$ cat config.mk
export PLATFORM = sky130hd
export DESIGN_NAME = humidity_temp_frame_decoder
export DESIGN_NICKNAME = d
export VERILOG_FILES = /design/src/rtl/core/htfd_pkg.sv /design/src/rtl/core/humidity_temp_frame_decoder.sv
export SDC_FILE = /design/constraint.sdc
export NUM_CORES = 1
export LEC_CHECK = 0
export ABC_AREA = 1
export BUFFER_PORTS_ARGS = -buffer_cell sky130_fd_sc_hd__buf_2
export CAP_MARGIN = 5
export CORE_UTILIZATION = 58
export DETAILED_ROUTE_END_ITERATION = 16
export PLACE_DENSITY_LB_ADDON = 0.08
export SLEW_MARGIN = 30
export SYNTH_ARGS = -nofsm -noshare
export SYNTH_HDL_FRONTEND = slang
export SYNTH_SLANG_ARGS = --single-unit
$ cat constraint.sdc
create_clock -name clk_i -period 8.6 [get_ports clk_i]
set_input_delay 0.43 -clock clk_i [delete_from_list [all_inputs] [get_ports clk_i]]
set_output_delay 0.43 -clock clk_i [all_outputs]
set_load 0.02 [all_outputs]
$ cat src/rtl/core/htfd_pkg.sv
package htfd_pkg;

  localparam logic [7:0] CrcInit = 8'hFF;
  localparam logic [7:0] CrcPoly = 8'h31;

  localparam logic [14:0] TempScale   = 15'd17500;
  localparam logic [14:0] TempOffset  = 15'd4500;
  localparam logic [13:0] HumScale    = 14'd10000;
  localparam logic [30:0] RoundHalf   = 31'd32767;
  localparam logic [16:0] DivConst    = 17'd65535;

  // byte positions within a frame
  localparam logic [2:0] PosTempMsb = 3'd0;
  localparam logic [2:0] PosTempLsb = 3'd1;
  localparam logic [2:0] PosTempCrc = 3'd2;
  localparam logic [2:0] PosHumMsb  = 3'd3;
  localparam logic [2:0] PosHumLsb  = 3'd4;
  localparam logic [2:0] PosHumCrc  = 3'd5;

  localparam logic STATUS_OK   = 1'b0;
  localparam logic STATUS_FAIL = 1'b1;

  function automatic logic [7:0] crc8_byte(input logic [7:0] crc, input logic [7:0] data);
    logic [7:0] c;
    c = crc ^ data;
    for (int k = 0; k < 8; k++) begin
      if (c[7]) begin
        c = {c[6:0], 1'b0} ^ CrcPoly;
      end else begin
        c = {c[6:0], 1'b0};
      end
    end
    return c;
  endfunction

  // floor(y / 65535) for y below 2^31, by shift and one correction
  function automatic logic [14:0] div_65535(input logic [30:0] y);
    logic [14:0] q0;
    logic [16:0] r;
    q0 = y[30:16];
    r  = {1'b0, y[15:0]} + 17'(q0);
    return q0 + 15'(r >= DivConst);
  endfunction

endpackage

$ cat src/rtl/core/humidity_temp_frame_decoder.sv
// Measurement frame decoder.
// Input channel: one frame byte per word on rx_byte_i, with frame_start_i
// marking byte zero of a frame; in_valid_i / in_stall_o handshake.
// A frame is temperature MSB, LSB, CRC, humidity MSB, LSB, CRC; each
// two-byte word is checked with CRC-8 (poly 0x31, init 0xFF, MSB first).
// Output channel: one word per frame after the sixth byte, carrying
// status_o (0 both CRCs good, 1 mismatch), temp_centi_o and
// humidity_centi_o (hundredths, rounded; both zero on mismatch);
// out_valid_o / out_stall_i handshake.
// A byte is held in the input register and is then decoded into the
// result register, so out_valid_o rises once the sixth byte has passed
// from the input register into the result register.
// Throughput: one byte per cycle; the input and frame state registers keep
// accepting while a result waits, only a sixth byte waits behind a
// stalled, full result register.
// Reset: byte position returns to zero and the CRC to 0xFF; no result is
// pending. A stalled result holds its value until taken.
module humidity_temp_frame_decoder (
  input  logic                 clk_i,
  input  logic                 rst_ni,
  input  logic                 in_valid_i,
  output logic                 in_stall_o,
  input  logic [7:0]           rx_byte_i,
  input  logic                 frame_start_i,
  output logic                 out_valid_o,
  input  logic                 out_stall_i,
  output logic                 status_o,
  output logic signed [14:0]   temp_centi_o,
  output logic [13:0]          humidity_centi_o
);
  import htfd_pkg::*;

  logic        in_valid_q;
  logic [7:0]  byte_q;
  logic        start_q;

  logic [2:0]  pos_q, pos_d;
  logic [7:0]  crc_q, crc_d;
  logic [15:0] temp_word_q, temp_word_d;
  logic [7:0]  hum_high_q, hum_high_d;
  logic [7:0]  hum_low_q, hum_low_d;
  logic        temp_good_q, temp_good_d;
  logic [14:0] temp_raw_q, temp_raw_d;

  logic        out_valid_q;
  logic        status_q, status_d;
  logic [14:0] temp_out_q, temp_out_d;
  logic [13:0] hum_out_q, hum_out_d;

  logic [2:0]  pos;
  logic        emit;
  logic        out_free;
  logic        advance;
  logic        take_in;
  logic [30:0] temp_prod;
  logic [30:0] hum_prod;
  logic [13:0] hum_scaled;

  assign out_free = !out_valid_q || !out_stall_i;

  always_comb begin
    pos = pos_q;
    if (start_q || pos_q > PosHumCrc) begin
      pos = PosTempMsb;
    end
  end

  assign emit       = in_valid_q && (pos == PosHumCrc);
  assign advance    = in_valid_q && (!emit || out_free);
  assign take_in    = !in_valid_q || advance;
  assign in_stall_o = !take_in;

  assign temp_prod  = 31'(temp_word_q) * 31'(TempScale);
  assign hum_prod   = 31'({hum_high_q, hum_low_q}) * 31'(HumScale);
  assign hum_scaled = 14'(div_65535(hum_prod + RoundHalf));

  always_comb begin
    pos_d       = pos + 3'd1;
    crc_d       = crc_q;
    temp_word_d = temp_word_q;
    hum_high_d  = hum_high_q;
    hum_low_d   = hum_low_q;
    temp_good_d = temp_good_q;
    temp_raw_d  = temp_raw_q;
    status_d    = STATUS_FAIL;
    temp_out_d  = '0;
    hum_out_d   = '0;
    unique case (pos)
      PosTempMsb: begin
        crc_d       = crc8_byte(CrcInit, byte_q);
        temp_word_d = {byte_q, 8'h00};
      end
      PosTempLsb: begin
        crc_d       = crc8_byte(crc_q, byte_q);
        temp_word_d = {temp_word_q[15:8], byte_q};
      end
      PosTempCrc: begin
        temp_good_d = (crc_q == byte_q);
        crc_d       = CrcInit;
        temp_raw_d  = div_65535(temp_prod + RoundHalf);
      end
      PosHumMsb: begin
        crc_d      = crc8_byte(CrcInit, byte_q);
        hum_high_d = byte_q;
      end
      PosHumLsb: begin
        crc_d     = crc8_byte(crc_q, byte_q);
        hum_low_d = byte_q;
      end
      default: begin
        crc_d = CrcInit;
        pos_d = PosTempMsb;
        if (temp_good_q && (crc_q == byte_q)) begin
          status_d   = STATUS_OK;
          temp_out_d = temp_raw_q - TempOffset;
          hum_out_d  = hum_scaled;
        end
      end
    endcase
  end

  always_ff @(posedge clk_i or negedge rst_ni) begin
    if (!rst_ni) begin
      in_valid_q <= 1'b0;
    end else if (take_in) begin
      in_valid_q <= in_valid_i;
    end
  end

  always_ff @(posedge clk_i) begin
    if (take_in && in_valid_i) begin
      byte_q  <= rx_byte_i;
      start_q <= frame_start_i;
    end
  end

  always_ff @(posedge clk_i or negedge rst_ni) begin
    if (!rst_ni) begin
      pos_q       <= PosTempMsb;
      crc_q       <= CrcInit;
      temp_word_q <= '0;
      hum_high_q  <= '0;
      hum_low_q   <= '0;
      temp_good_q <= 1'b0;
      temp_raw_q  <= '0;
    end else if (advance) begin
      pos_q       <= pos_d;
      crc_q       <= crc_d;
      temp_word_q <= temp_word_d;
      hum_high_q  <= hum_high_d;
      hum_low_q   <= hum_low_d;
      temp_good_q <= temp_good_d;
      temp_raw_q  <= temp_raw_d;
    end
  end

  always_ff @(posedge clk_i or negedge rst_ni) begin
    if (!rst_ni) begin
      out_valid_q <= 1'b0;
    end else if (out_free) begin
      out_valid_q <= emit;
    end
  end

  always_ff @(posedge clk_i) begin
    if (out_free && emit) begin
      status_q   <= status_d;
      temp_out_q <= temp_out_d;
      hum_out_q  <= hum_out_d;
    end
  end

  assign out_valid_o      = out_valid_q;
  assign status_o         = status_q;
  assign temp_centi_o     = $signed(temp_out_q);
  assign humidity_centi_o = hum_out_q;

endmodule
==> results of run 1 <==
-- cell usage in the layout (no fill, tap or decap), types with 7 or more instances in the layout --
| master | instances |
|---|---|
| nand2_1 | 417 |
| dfrtp_1 | 43 |
| nand4_1 | 27 |
| clkbuf_16 | 11 |
| nand3_2 | 10 |
| nor3_1 | 19 |
| buf_4 | 21 |
| o21ai_0 | 77 |
| xnor2_1 | 40 |
| nand3_1 | 105 |
| inv_2 | 8 |
| edfxtp_1 | 39 |
| o21ai_1 | 11 |
| fa_1 | 80 |
| nor2_1 | 125 |
| a21o_1 | 7 |
| nand2_2 | 13 |
| xor2_1 | 51 |
| or2_2 | 12 |
| a21oi_1 | 78 |
| buf_2 | 44 |
| inv_1 | 405 |
| dfstp_2 | 8 |
| nor2_2 | 16 |
| ha_1 | 205 |
| a21oi_2 | 7 |
| xor2_2 | 9 |
| dfrtp_2 | 10 |
-- layer usage --
metal  routed length, um  part of all wire  vias up  track usage
li1                    -                 -     6179            -
met1               15000              0.46     5645        0.360
met2               16000              0.49      207        0.494
met3                1090             0.033       32       0.0266
met4                 457             0.014        0       0.0643
met5                   0                 0        -            0
-- stage by stage --
| step | std cells | hold slack, ns | utilization | worst slack [ns] |
|---|---|---|---|---|
| after floorplan | 1913 | 0.134 | - | 1.08 |
| after global placement | 2272 | 0.466 | 0.622 | 0.302 |
| after detailed placement | 2272 | 0.470 | 0.622 | 0.0784 |
| after CTS | 2288 | 0.232 | 0.636 | 0.0580 |
| after global routing | 2300 | 0.233 | 0.648 | -0.0538 |
| final | 2300 | 0.239 | 0.648 | 0.546 |
-- critical path: cells and delay by family (launching register included) --
family | cells | cell delay (ns)
xor+xnor | 1 | 0.15
fa+ha+maj | 9 | 3.12
flops | 1 | 0.42
buf+inv | 7 | 0.47
simple gates | 26 | 2.99
compound gates | 5 | 0.77
-- synth_stat cells (all sizes together), types with 3 or more instances --
master and instances:
nor3 24, xnor2 44, a21o 8, nand4 28, o21a 5, a21oi 85
inv 413, nand3 116, o21ai 91, or2 13, o211ai 3, a31oi 6
edfxtp 39, nand2 431, buf 3, o31ai 3, fa 80, o21bai 3
nand3b 5, dfstp 8, xor2 60, o22ai 4, nor4 4, a21boi 4
dfrtp 53, clkbuf 10, ha 212, nor2 143
-- registers in the layout, indices dropped and copies added, names as in the netlist --
register	count
byte_q	8
crc_q	8
hum_high_q	8
hum_low_q	8
humidity_centi_o	14
in_valid_q	1
out_valid_o	1
pos_q	3
start_q	1
status_o	1
temp_centi_o	15
temp_good_q	1
temp_raw_q	15
temp_word_q	16
-- what timing repair did --
action                     CTS  global route
buffers inserted             0            12
gates resized for setup      0            56
setup endpoints to repair    0            18
-- cell families (layout without fill, tap and decap cells) --
| logic type | count (synthesis) | in the layout |
|---|---|---|
| buffers and inverters | 428 | 496 |
| adder cells (fa/ha/maj) | 292 | 292 |
| AO/OA/AOI/OAI | 220 | 220 |
| flip-flops | 100 | 100 |
| XOR/XNOR | 104 | 104 |
| AND/OR/NAND/NOR | 769 | 769 |
-- layout make-up --
| type | count | area share |
|---|---|---|
| clock buffers | 13 | 0.0191 |
| clock inverters | 3 | 0.00310 |
| inverters | 415 | 0.101 |
| multi-input cells | 1385 | 0.649 |
| flip-flops and latches | 100 | 0.177 |
| well taps | 319 | 0.0260 |
| repair buffers | 65 | 0.0246 |
-- worst paths after layout --
path                                      from  slack (ns)                   end
worst max register to register    hum_low_q[5]        0.55  humidity_centi_o[12]
worst min register to register  temp_raw_q[14]        0.48        temp_raw_q[14]
worst min-delay path                    rst_ni        0.24       temp_word_q[14]
worst max-delay path              hum_low_q[5]        0.55  humidity_centi_o[12]
min in group clk_i                rx_byte_i[5]        0.24             byte_q[5]
max in group asynchronous               rst_ni        7.80          hum_low_q[4]
==> tab_implementation.tex, run 1 <==
\begin{tabular}{lr}
\hline
Metric & Value \\
\hline
\multicolumn{2}{l}{\textbf{STA}} \\
\quad Shortest clock period the worst path allows after layout & 8.05 ns \\
\quad Fmax & 0.124 GHz \\
\quad Final setup vio count & 0 \\
\quad Final Slew Violations & 0 \\
\quad Final hold violations & 0 \\
\quad Period Utilization, post-route & 0.936 \\
\quad Setup\_tns & 0 ns \\
\quad Worst Max-Slew Pin Slew & 0.955 ns \\
\quad Slew HR & 0.361 \\
\quad Clock Skews & 0.0196 ns \\
\multicolumn{2}{l}{\textbf{Synthesis}} \\
\quad Synth Area in Adders & 0.302 \\
\quad Average footprint of a synthesized cell & 7.37 um2 \\
\quad Area share of the leading cell type in the synthesized netlist & 0.188 \\
\quad Async SR Flop Fraction & 0.610 \\
\quad Flop and latch count out of synthesis & 100 \\
\quad Mapped Cells & 1913 \\
\quad Leading cell types by total area after synthesis & ha\_1 (19\%), fa\_1 (11\%), nand2\_1 (11\%) \\
\quad Largest family of logic cells by synthesized area & adder cells \\
\quad Xor and xnor area share after synthesis & 0.0678 \\
\quad Post-synth EDFFs & 39 \\
\quad Proportion of synthesized area in mux cells & 0 \\
\quad Syn Std Cell Area & 0.0141 mm2 \\
\quad Yosys warnings & 0 \\
\quad Fraction of the yosys area taken by sequential cells & 0.192 \\
\quad Post-synth top area cell & ha\_1 \\
\quad Basic-gate share of the synthesized area counting and, or, nand and nor cells & 0.237 \\
\quad Synthesized-area fraction occupied by ao, oa, aoi and oai cells & 0.0871 \\
\quad Mapped Nets & 2218 \\
\quad Dominant register cell in the synthesized netlist & dfrtp\_1 \\
\quad Number of distinct library cells after synthesis & 54 \\
\multicolumn{2}{l}{\textbf{Critical path}} \\
\quad Critical path's slowest cell & fa\_1 \\
\quad Crit path capture type & flip-flop \\
\quad CP dominant cell by count & nand2\_1 \\
\quad Req. time, crit path & 8.82 ns \\
\quad Critical path fanouts, max & 5 \\
\quad Crit-path max cell delay & 0.54 ns \\
\quad Startpoint type of the worst setup path & flip-flop \\
\quad R2R cell count & 48 \\
\quad Kind of critical path & reg2reg \\
\quad Worst path arrival time & 8.27 ns \\
\multicolumn{2}{l}{\textbf{Finish}} \\
\quad Final instance area & 0.0154 mm2 \\
\quad Area of combinational cells with multiple inputs & 0.00996 mm2 \\
\quad Final layout net count & 2281 \\
\quad Sequential cell area in the final layout & 0.00272 mm2 \\
\quad Number of inserted diodes & 0 \\
\quad Filler Cell Count & 2221 \\
\quad Layout cells sized above 1 & 0.101 \\
\quad Layout overhead on the synthesized area & 8.93\% \\
\multicolumn{2}{l}{\textbf{Die}} \\
\quad Ports & 45 \\
\quad Die extent in x & 158 um \\
\quad Initial core utilization & 0.595 \\
\quad Core area & 0.0237 mm2 \\
\quad Die outline area & 0.0249 mm2 \\
\quad Number of placement rows & 56 \\
\quad Vertical extent of the die & 158 um \\
\multicolumn{2}{l}{\textbf{Route}} \\
\quad Detail Route Antenna Nets & 0 \\
\quad Mean number of vias per cell & 5.24 \\
\quad DR pass1 iterations & 5 \\
\quad Detailed Route WL & 32.6 mm \\
\quad Number of vias in the routed layout & 12.1k \\
\quad Final routed wire length divided by cell count & 14.2 um \\
\quad Detailed-route DRC error count & 0 \\
\quad DRT iter0 DRCs & 875 \\
\multicolumn{2}{l}{\textbf{Placement}} \\
\quad Final Wtd Congestion & 0.902 \\
\quad Instance area after placement & 0.0147 mm2 \\
\quad HPWL after DPL & 27.2 mm \\
\quad Buffers on Ports & 44 \\
\multicolumn{2}{l}{\textbf{Clock tree}} \\
\quad Clock Tree Buf Depth & 2 \\
\quad Clock-pin slew reported for the worst setup and hold paths after clock tree synthesis & 0.08 ns \\
\quad Number of H-tree levels & 3 \\
\quad Number of sinks on the clock net & 100 \\
\quad Cts bufs inserted & 9 \\
\quad CTS hold repair buffers & 0 \\
\quad Clock insertion delay at the later pin of the skew report & 0.36 ns \\
\quad CTS tree & done \\
\quad CTS Root Cell & clkbuf\_16 \\
\multicolumn{2}{l}{\textbf{Job}} \\
\quad Max Cap Violations & 0 \\
\multicolumn{2}{l}{\textbf{GRT}} \\
\quad Total global routing track utilization & 0.277 \\
\quad Residual overflow from global routing & 0 \\
\quad Largest net degree at the start of global routing & 62 \\
\quad Vias in the first global route & 11.5k \\
\quad Wire length of the first global-routing pass & 54.6 mm \\
\quad Number of antenna violations at the first check in global routing & 0 \\
\multicolumn{2}{l}{\textbf{Worst hold path}} \\
\quad Hold Path Class & in2async \\
\multicolumn{2}{l}{\textbf{Outcome}} \\
\quad Run status & finished, final reports clean \\
\hline
\end{tabular}
Power of run 1 is left out: the tool's default activity adds up to more than one toggle a clock period on the data nets, which glitch-free logic cannot reach.
==> run 2: changes to the inputs <==
--- a/config.mk
+++ b/config.mk
@@ -5,13 +5,13 @@
 export SDC_FILE = /design/constraint.sdc
 export NUM_CORES = 1
 export LEC_CHECK = 0
-export ABC_AREA = 1
 export BUFFER_PORTS_ARGS = -buffer_cell sky130_fd_sc_hd__buf_2
 export CAP_MARGIN = 5
 export CORE_UTILIZATION = 58
 export DETAILED_ROUTE_END_ITERATION = 16
+export MAX_ROUTING_LAYER = met4
 export PLACE_DENSITY_LB_ADDON = 0.08
-export SLEW_MARGIN = 30
+export SLEW_MARGIN = 0
 export SYNTH_ARGS = -nofsm -noshare
 export SYNTH_HDL_FRONTEND = slang
 export SYNTH_SLANG_ARGS = --single-unit
==> run 2 against run 1 <==
- non-clock buffer count is 263 higher
- via count is 8.6% higher
- cell count is 2.6% lower
- routed wire length is 23% higher
- sequential share of layout area is 3.2 points lower
- register-to-register slack worse by 0.46 ns
- critical path depth is 12 lower
- worst hold slack worse by 0.0039 ns
- setup slack worse by 0.46 ns
- flip-flop and latch count stayed put
- clock skew is 0.0051 ns lower
==> tab_implementation.tex, run 2 <==
\begin{tabular}{lr}
\hline
Metric & Value \\
\hline
\multicolumn{2}{l}{\textbf{Die}} \\
\quad Die outline area & 0.0254 mm2 \\
\quad Core area & 0.0243 mm2 \\
\quad Vertical extent of the die & 159 um \\
\quad Die extent in x & 159 um \\
\quad Number of placement rows & 57 \\
\quad Initial core utilization & 0.590 \\
\quad Ports & 45 \\
\multicolumn{2}{l}{\textbf{Placement}} \\
\quad Number of cells after detailed placement & 2177 \\
\quad Final Wtd Congestion & 0.976 \\
\quad HPWL after DPL & 30.3 mm \\
\quad Post-placement setup slack & -0.428 ns \\
\quad Buffers on Ports & 44 \\
\multicolumn{2}{l}{\textbf{Worst hold path}} \\
\quad Hold Path Class & in2async \\
\multicolumn{2}{l}{\textbf{Finish}} \\
\quad Number of inserted diodes & 0 \\
\quad Layout cells sized above 1 & 0.324 \\
\quad Area of combinational cells with multiple inputs & 0.0119 mm2 \\
\quad Largest register by flop count & temp\_word\_q \\
\quad Final layout net count & 2216 \\
\quad Most frequent cells in the layout & buf\_4 (266), inv\_1 (244), ha\_1 (167) \\
\quad Most common cell after layout, fill and taps aside & buf\_4 \\
\quad Filler Cell Count & 1669 \\
\quad Layout overhead on the synthesized area & 30.5\% \\
\quad Sequential cell area in the final layout & 0.00271 mm2 \\
\quad Number of flip-flops under the largest register name & 16 \\
\quad Final cell count without fillers & 2240 \\
\multicolumn{2}{l}{\textbf{Synthesis}} \\
\quad Post-synth top area cell & ha\_1 \\
\quad Largest family of logic cells by synthesized area & adder cells \\
\quad Number of distinct library cells after synthesis & 95 \\
\quad Flop and latch count out of synthesis & 100 \\
\quad Average footprint of a synthesized cell & 8.92 um2 \\
\quad Synth Area in Adders & 0.297 \\
\quad Yosys warnings & 0 \\
\quad Synthesized-area fraction occupied by ao, oa, aoi and oai cells & 0.159 \\
\quad Fraction of the yosys area taken by sequential cells & 0.189 \\
\quad Most common cell in the synthesized netlist & inv\_1 \\
\quad Async SR Flop Fraction & 0.610 \\
\quad Area share of the leading cell type in the synthesized netlist & 0.185 \\
\quad Mapped Cells & 1608 \\
\quad Post-synth EDFFs & 39 \\
\quad Commonest cells post-synth & inv\_1 (262), ha\_1 (212), xnor2\_1 (93) \\
\quad Leading cell types by total area after synthesis & ha\_1 (18\%), fa\_1 (11\%), dfrtp\_1 (9.2\%) \\
\quad Syn Std Cell Area & 0.0143 mm2 \\
\quad Mapped Nets & 1913 \\
\quad Xor and xnor area share after synthesis & 0.0879 \\
\quad Dominant register cell in the synthesized netlist & dfrtp\_1 \\
\quad Proportion of synthesized area in mux cells & 0.0279 \\
\quad Basic-gate share of the synthesized area counting and, or, nand and nor cells & 0.161 \\
\multicolumn{2}{l}{\textbf{Outcome}} \\
\quad Run status & finished, final reports clean \\
\multicolumn{2}{l}{\textbf{STA}} \\
\quad Slew HR & 0.193 \\
\quad Hold slack & 0.235 ns \\
\quad Fmax & 0.117 GHz \\
\quad Clock Skews & 0.0145 ns \\
\quad Worst Max-Slew Pin Slew & 1.18 ns \\
\quad Shortest clock period the worst path allows after layout & 8.51 ns \\
\quad Setup\_tns & 0 ns \\
\quad Final hold violations & 0 \\
\quad Final Slew Violations & 0 \\
\quad Setup slack of the critical path after layout & 0.0875 ns \\
\quad Period Utilization, post-route & 0.990 \\
\quad Unrepaired setup endpoints after global routing & true \\
\quad Final setup vio count & 0 \\
\multicolumn{2}{l}{\textbf{Job}} \\
\quad Max Cap Violations & 0 \\
\multicolumn{2}{l}{\textbf{Route}} \\
\quad DRT iter0 DRCs & 759 \\
\quad Number of vias in the routed layout & 13.1k \\
\quad Detailed-route DRC error count & 0 \\
\quad Final routed wire length divided by cell count & 17.9 um \\
\quad Mean number of vias per cell & 5.85 \\
\quad Detailed Route WL & 40.0 mm \\
\quad DR pass1 iterations & 5 \\
\quad Detail Route Antenna Nets & 0 \\
\multicolumn{2}{l}{\textbf{Critical path}} \\
\quad Crit path capture type & flip-flop \\
\quad Req. time, crit path & 8.80 ns \\
\quad Critical path's slowest cell & fa\_1 \\
\quad Critical path fanouts, max & 5 \\
\quad Worst path arrival time & 8.71 ns \\
\quad Startpoint type of the worst setup path & flip-flop \\
\quad Kind of critical path & reg2reg \\
\quad Crit-path max cell delay & 0.58 ns \\
\multicolumn{2}{l}{\textbf{Clock tree}} \\
\quad Number of sinks on the clock net & 100 \\
\quad Clock insertion delay at the later pin of the skew report & 0.36 ns \\
\quad CTS hold repair buffers & 0 \\
\quad CTS Root Cell & clkbuf\_16 \\
\quad Clock Tree Buf Depth & 2 \\
\quad CTS tree & done \\
\quad Cts bufs inserted & 9 \\
\quad Number of H-tree levels & 3 \\
\quad Clock-pin slew reported for the worst setup and hold paths after clock tree synthesis & 0.08 ns \\
\multicolumn{2}{l}{\textbf{GRT}} \\
\quad Vias in the first global route & 13.1k \\
\quad Largest net degree at the start of global routing & 62 \\
\quad Residual overflow from global routing & 0 \\
\quad Wire length of the first global-routing pass & 63.1 mm \\
\quad Number of antenna violations at the first check in global routing & 0 \\
\quad Total global routing track utilization & 0.314 \\
\hline
\end{tabular}
==> run 2: changes by cell type after synthesis, moves of 31 or more <==
cell / change
nand3_1: -73
nor2_1: -42
mux2_2: +31
nand2_1: -338
inv_1: -146
xnor2_1: +51
==> run 2: worst max-delay path: cells and delay by family (launching register included) <==
family / cells / cell delay (ns)
adders and majority gates: 9 / 3.23
and+or+nand+nor: 13 / 2.42
AOI/OAI and AO/OA: 7 / 1.23
xor gates and xnor gates: 3 / 0.68
DFF: 1 / 0.43
buffers and inverters: 4 / 0.37
==> run 2: routing by layer <==
layer | track usage | part of all wire | wire (um) | up-vias
met2 | 0.561 | 0.52 | 20800 | 345
li1 | - | - | - | 6233
met5 | - | 0 | 0 | -
met1 | 0.381 | 0.41 | 16600 | 6435
met4 | 0.0804 | 0.026 | 1020 | 0
met3 | 0.0253 | 0.039 | 1580 | 87
==> run 2: layout make-up <==
type,instances,area share
Sequential cell,100,0.145
Multi-Input combinational cell,1210,0.634
Clock buffer,10,0.0134
Tap cell,324,0.0217
Inverter,262,0.0525
Timing Repair Buffer,328,0.130
Clock inverter,6,0.00334
==> run 2: kinds of logic after synthesis <==
family          after synthesis
compound gates              322
buf+inv                     298
mux                          36
fa+ha+maj                   292
flops                       100
xor+xnor                    139
simple gates                421
==> run 2: what timing repair did <==
action | 4_1_cts | 5_1_grt
gates resized for setup | 68 | 196
setup endpoints to repair | 22 | 27
pin swaps | 42 | 146
setup buffers | 16 | 32
==> run 2: final timing paths <==
check	from	end	slack [ns]	cells after the start
worst max-delay path	temp_word_q[9]	temp_raw_q[14]	0.09	36
worst min-delay path	rst_ni	temp_raw_q[2]	0.24	2
worst max register to register	temp_word_q[9]	temp_raw_q[14]	0.09	36
worst min register to register	temp_raw_q[0]	temp_raw_q[0]	0.51	1
max in group asynchronous	rst_ni	temp_word_q[3]	7.75	2
min in group clk_i	rx_byte_i[5]	byte_q[5]	0.24	1
==> run 2: per-stage QoR <==
stage          utilization  cell area [um2]
4_1_cts              0.718            17500
5_1_grt              0.770            18700
2_1_floorplan            -            14400
3_5_place_dp         0.685            16700
6_report             0.770            18700
3_3_place_gp         0.685            16700
Power of run 2 is left out for the same reason.
